$ cat config.mk
export PLATFORM = sky130hd
export DESIGN_NAME = imheq_ram
export DESIGN_NICKNAME = d
export VERILOG_FILES = /design/src/rtl/imheq_ram.sv
export SDC_FILE = /design/constraint.sdc
export NUM_CORES = 1
export LEC_CHECK = 0
export ABC_AREA = 0
export BUFFER_PORTS_ARGS = -buffer_cell sky130_fd_sc_hd__buf_2
export CORE_MARGIN = 5
export CORE_UTILIZATION = 47
export DETAILED_ROUTE_END_ITERATION = 8
export HOLD_SLACK_MARGIN = 0.05
export PLACE_DENSITY = 0.6
export SYNTH_ARGS = -nofsm -noshare
export SYNTH_HDL_FRONTEND = slang
export SYNTH_SLANG_ARGS = --single-unit
$ cat constraint.sdc
create_clock -name clk -period 2.35 [get_ports clk]
set_clock_uncertainty 0.1 [all_clocks]
set_input_delay 0.1175 -clock clk [delete_from_list [all_inputs] [get_ports clk]]
set_output_delay 0.1175 -clock clk [all_outputs]
set_load 0.03 [all_outputs]
$ cat src/rtl/imheq_ram.sv
// Generic single-port-write, single-port-read RAM with registered read.
module imheq_ram #(
	parameter int WIDTH = 8,
	parameter int DEPTH = 16
) (
	input  logic                     clk,
	input  logic                     we,
	input  logic [$clog2(DEPTH)-1:0] waddr,
	input  logic [WIDTH-1:0]         wdata,
	input  logic [$clog2(DEPTH)-1:0] raddr,
	output logic [WIDTH-1:0]         rdata
);
	logic [WIDTH-1:0] mem [DEPTH];

	always_ff @(posedge clk) begin
		if (we) mem[waddr] <= wdata;
		rdata <= mem[raddr];
	end
endmodule

==> reports/qor.csv, run 1 <==
metric,value,unit
synth_top_area_cell,edfxtp_1,
start_util,47.7,%
drive_above_1_share,30.5,%
p_leak,2.13,nW
rows,38,
fin_crit_sh,79.9,%
antenna_found_initial,0,
layout.nets,311,
grt_first_pass_wirelength,15400,microns
wl_per_cell,22.2,microns
finalSetupTns,0,ps
cts_root_buf,clkbuf_8,
crit_buf_inv,4,
synth_area_leaders,"edfxtp_1 (75%), mux4_2 (7.9%), mux4_1 (7.1%), dfxtp_1 (3.1%), a22oi_1 (2.3%)",
dp_hpwl,5990,microns
drt_wl_total,9890,microns
synth_seq_cells,136,
seq_area_frac_synth,77.8,%
synth_top_cell_area_share,74.7,%
clkTransAtPathRegs,60,ps
finalSetupViolCount,0,
fmax,533,MHz
top_level_ports,26,
hold_path_depth,3,
ir_drop,465,uV
cts_tree,yes,
die_y,115,microns
synth_warnings,0,
syn_to_final_growth,21.4,%
cts_max_path_buffers,2,
end_kind,flip-flop,
firstDrtPassIters,4,
power_density,911,nW/um^2
gp_congestion,0.731,
fp.dieW,115,microns
r2r_slack,910,ps
cts_resized,0,
min_from,waddr[1],
cts.htree.levels,4,
crit_top_cell,dlygate4sd3_1,
status,completed,
final_design_area_no_fill,6250,sq um
r2r-end,rdata[5]$_DFF_P_,
syn-instance-count,229,
start_kind,input pin,
rr_worst_depth,3,
overflow,0,
maxCapViolCount,0,
portBuffers,25,
drt_iter0_drc,117,
design.core.area,10800,sq um
final_hold_viol_count,0,
yosysUniqueCellTypes,19,
worst_slack,472,ps
tightestPinTransition,715,ps
syn_area,5150,sq um
syn_nets,247,
worstPathArrival,1990,ps
insertion_delay,500,ps
place_area,5530,sq um
grt_setup_unrepaired,no,
cts_buffers,17,
n_antenna_cell,0,
crit_fanout,6,
cp.required,2460,ps
cpPeakStageDelay,590,ps
dpl.cell_count,403,
min_period,1880,ps
ant_nets,0,
final_core_util,57.9,%
crit_path_cell_trace,dlygate4sd3_1 -> buf_2 -> nand3b_1 -> dlygate4sd3_1 -> nor2_1 -> buf_4,
synth.avg_cell_area,22.5,sq um
drcViolationCount,0,
slew_violations,0,
hold_path_end,mem[8][5]$_DFFE_PP_,
grt_max_degree,33,
cts_sinks,136,
hold_path_class,input pin to flip-flop,
via_per_inst,5.44,
detailedPlace.worstSlack,651,ps
stdcell_count,445,
fill_cells,789,
track_usage,16.8,%
slowest_stage,dlygate4sd3_1,
grt_pass1_vias,2542,
r2r_start,mem[8][5]$_DFFE_PP_,
slew_headroom,52.2,%
die-area,13100,sq um
dr_total_vias,2420,
path_delay_family,buffers and inverters,
criticalPathCategory,input pin to flip-flop,
[where the power goes]
group | internal (mW) | total (mW) | switching [mW]
Clock | 1.74 | 2.67 | 0.925
Sequential | 2.71 | 2.73 | 0.0197
Combinational | 0.121 | 0.290 | 0.170
Total | 4.58 | 5.69 | 1.11
[metal layers]
layer / track usage (%) / up-vias / wire [microns]
met5: 0 / - / 0
met2: 26.0 / 44 / 4990
met4: 6.18 / 0 / 88
met3: 4.18 / 8 / 285
li1: - / 1102 / -
met1: 23.4 / 1266 / 4530
[tightest hold or removal path, stage by stage]
cell,delay [ps]
buf_2,140
nor3_1,70
buf_4,180
[layout make-up]
cell class	instances	area [sq um]	share of cell area, %
tap	140	175	2.80
clock inverter	12	178	2.84
timing repair buffer	55	403	6.45
multi-input combinational	83	1060	16.9
sequential	136	4000	64.1
clock buffer	19	432	6.91
[registers in the layout, indices dropped and copies added, names as in the netlist]
signal,cells
mem,128
rdata,8
[cells in the final DEF, fill, tap and decap left out, types with 4 or more instances in the layout]
master	netlist	final
a22oi_1	16	16
buf_2	3	25
buf_4	1	17
bufinv_16	0	4
clkbuf_16	0	16
clkinvlp_4	0	4
dfxtp_1	8	8
dlygate4sd3_1	0	11
edfxtp_1	128	128
mux4_1	14	14
mux4_2	18	18
nand2_1	9	9
nor2_1	13	13
nor3_1	4	4
[cells in the mapped netlist]
cell type,instances
a22oi_1,16
and2_1,1
and2b_1,1
buf_2,3
buf_4,1
buf_6,3
clkdlybuf4s25_2,3
dfxtp_1,8
edfxtp_1,128
mux4_1,14
mux4_2,18
nand2_1,9
nand2b_1,2
nand3_1,1
nand3b_1,2
nor2_1,13
nor2b_1,1
nor3_1,4
or3b_2,1
[repair_timing]
item,CTS,global route
hold buffers,11,0
hold endpoints to repair,131,0
setup buffers,0,0
[worst max-delay path by stage]
stage	start	endpoint	slack [ps]	cells past startpoint
2_1_floorplan	waddr[2]	mem[0][0]$_DFFE_PP_	640	2
3_3_place_gp	raddr[0]	rdata[2]$_DFF_P_	640	5
3_5_place_dp	raddr[0]	rdata[2]$_DFF_P_	650	5
4_1_cts	waddr[3]	mem[9][4]$_DFFE_PP_	510	6
5_1_grt	waddr[3]	mem[9][4]$_DFFE_PP_	370	6
6_report	waddr[3]	mem[9][4]$_DFFE_PP_	470	6
[cells by family (layout without fill, tap and decap cells)]
logic type	after synthesis	count (layout)	share of synthesized area [%]
DFF	136	136	77.8
and+or+nand+nor	35	35	3.18
muxes	32	32	15.0
AOI/OAI and AO/OA	16	16	2.33
buffers and inverters	10	86	1.68
[metrics by stage]
stage	hold slack (ps)	power, mW
after floorplan	116	2.94
after global routing	86.6	5.88
after detailed placement	414	3.07
after CTS	51.6	5.74
after global placement	409	3.06
final	78.1	5.69
No activity file was read; power rests on OpenSTA's default activity.
==> run 2, diff against run 1 <==
- PLACE_DENSITY: 0.6 -> 0.62
- clock period: 2.35 -> 1.6 ns (I/O delays scaled with it)
==> reports/qor.csv, run 2 (synthesized netlist as in run 1, its figures left out) <==
metric,value,unit,change
dp_hpwl,6110,microns,was 5990 microns
grt_max_degree,21,,was 33
cts_root_buf,clkbuf_8,,unchanged
drcViolationCount,0,,unchanged
final_design_area_no_fill,6240,sq um,was 6250 sq um
portBuffers,25,,unchanged
largest_register,mem,,unchanged
firstDrtPassIters,4,,unchanged
finalSetupViolCount,0,,unchanged
pwr-share-comb,5.6,%,was 5.1%
cts_buffers,17,,unchanged
insertion_delay,500,ps,about the same
fp.dieW,115,microns,unchanged
drt_wl_total,9390,microns,was 9890 microns
final_common_cell,edfxtp_1,,unchanged
place_area,5570,sq um,was 5530 sq um
antenna_found_initial,0,,unchanged
cts_tree,yes,,unchanged
cts_sinks,136,,unchanged
slew_headroom,51.4,%,was 52.2%
cts_max_path_buffers,2,,unchanged
final_cell_mix,"edfxtp_1 (128), buf_2 (25), mux4_2 (18)",,unchanged
die_y,115,microns,unchanged
fmax,674,MHz,
p_leak,2.13,nW,about the same
ir_drop,722,uV,was 465 uV
start_util,47.7,%,unchanged
overflow,0,,unchanged
syn_to_final_growth,21.3,%,was 21.4%
grt_setup_unrepaired,no,,unchanged
fin_crit_sh,92.7,%,
criticalPathCategory,flip-flop to flip-flop,,was input pin to flip-flop
p_sw,1.70,mW,was 1.11 mW
reg.largest.list,"mem (128), rdata (8)",,unchanged
design.core.area,10800,sq um,unchanged
slew_violations,0,,unchanged
via_per_inst,5.44,,about the same
pwr-share-clk,44.0,%,was 46.9%
n_antenna_cell,0,,unchanged
fill_cells,787,,was 789
layout.nets,314,,was 311
crit_fanout,1,,was 6
wl_per_cell,20.9,microns,was 22.2 microns
ant_nets,0,,unchanged
pwr-share-seq,50.5,%,was 48.0%
holdWs,104,ps,was 78.1 ps
hold_path_class,input pin to flip-flop,,unchanged
grt_first_pass_wirelength,14800,microns,"was 15,400 microns"
maxCapViolCount,0,,unchanged
cts_setup_buffers,0,,unchanged
final_core_util,57.9,%,about the same
rows,38,,unchanged
clkTransAtPathRegs,60,ps,about the same
stdcell_count,449,,was 445
die-area,13100,sq um,unchanged
final_hold_viol_count,0,,unchanged
grt_pass1_vias,2586,,"was 2,542"
swShare,21.4,%,was 19.6%
drive_above_1_share,30.4,%,was 30.5%
finalPower,7.94,mW,was 5.69 mW
start_kind,flip-flop,,was input pin
top_level_ports,26,,unchanged
min_period,1480,ps,
dr_total_vias,2444,,"was 2,420"
worstPathArrival,1770,ps,was 1990 ps
internal-power,6.24,mW,was 4.58 mW
gp_congestion,0.754,,was 0.731
end_kind,flip-flop,,unchanged
tightestPinTransition,727,ps,was 715 ps
dpl.cell_count,404,,was 403
largest_reg_flops,128,,unchanged
drt_iter0_drc,184,,was 117
status,completed,,unchanged
cts.htree.levels,4,,unchanged
power_density,1270,nW/um^2,was 911 nW/um^2
track_usage,15.8,%,was 16.8%
cp.required,1880,ps,was 2460 ps
[run 2: cell count changes in the layout (fill, tap and decap cells not counted), moves of 2 or more]
cell and delta:
buf_12 +2, buf_4 -2, bufinv_16 -3, clkinv_1 +2, clkinv_4 +2, dlygate4sd3_1 +2, inv_6 +3
[run 2: worst paths after layout]
path                                            from             endpoint  slack [ps]  cells after the start
worst max register to register   mem[2][0]$_DFFE_PP_     rdata[0]$_DFF_P_         120                      3
worst max-delay path             mem[2][0]$_DFFE_PP_     rdata[0]$_DFF_P_         120                      3
worst min-delay path                        waddr[3]  mem[0][2]$_DFFE_PP_         100                      4
worst min register to register  mem[15][3]$_DFFE_PP_     rdata[3]$_DFF_P_         570                      3
[run 2: through the flow]
| stage | TNS [ps] | setup WS [ps] |
|---|---|---|
| floorplan | 0 | 154 |
| global placement | -64.3 | -46.4 |
| detailed placement | -87.3 | -70.0 |
| CTS | 0 | 49.2 |
| global route | 0 | 51.1 |
| finish | 0 | 116 |
[run 2: final cells by class]
cell class | instances | area [sq um] | share of cell area, %
clock buffers | 18 | 418 | 6.69
flip-flops and latches | 136 | 4000 | 64.1
multi-input cells | 83 | 1060 | 17.0
well taps | 140 | 175 | 2.81
repair buffers | 58 | 459 | 7.35
clock inverters | 14 | 126 | 2.02
[run 2: timing repair]
item	in CTS	in global routing
endpoints found under the setup margin	0	8
hold endpoints to repair	165	0
gates resized for setup	0	1
hold buffers	14	0
[run 2: layer usage]
layer,global-route usage [%],share of wire (%),up-vias,routed length (microns)
met4,5.23,0.91,0,85
li1,-,-,1112,-
met1,21.2,43,1261,4010
met2,25.4,51,65,4810
met5,0,0,-,0
met3,4.02,5.2,6,488
[run 2: worst max-delay path, cell delays in order (launching register included)]
cell and delay, ps:
edfxtp_1 360, mux4_1 490, a22oi_1 330, nand2_1 90
[run 2: power groups by stage]
stage                     Clock [mW]  Combinational [mW]  Sequential, mW
after floorplan                    0               0.202            4.12
after global placement             0               0.420            4.08
after detailed placement           0               0.426            4.08
after CTS                       3.55               0.452            4.01
after global routing            3.73               0.480            4.01
final                           3.49               0.441            4.01
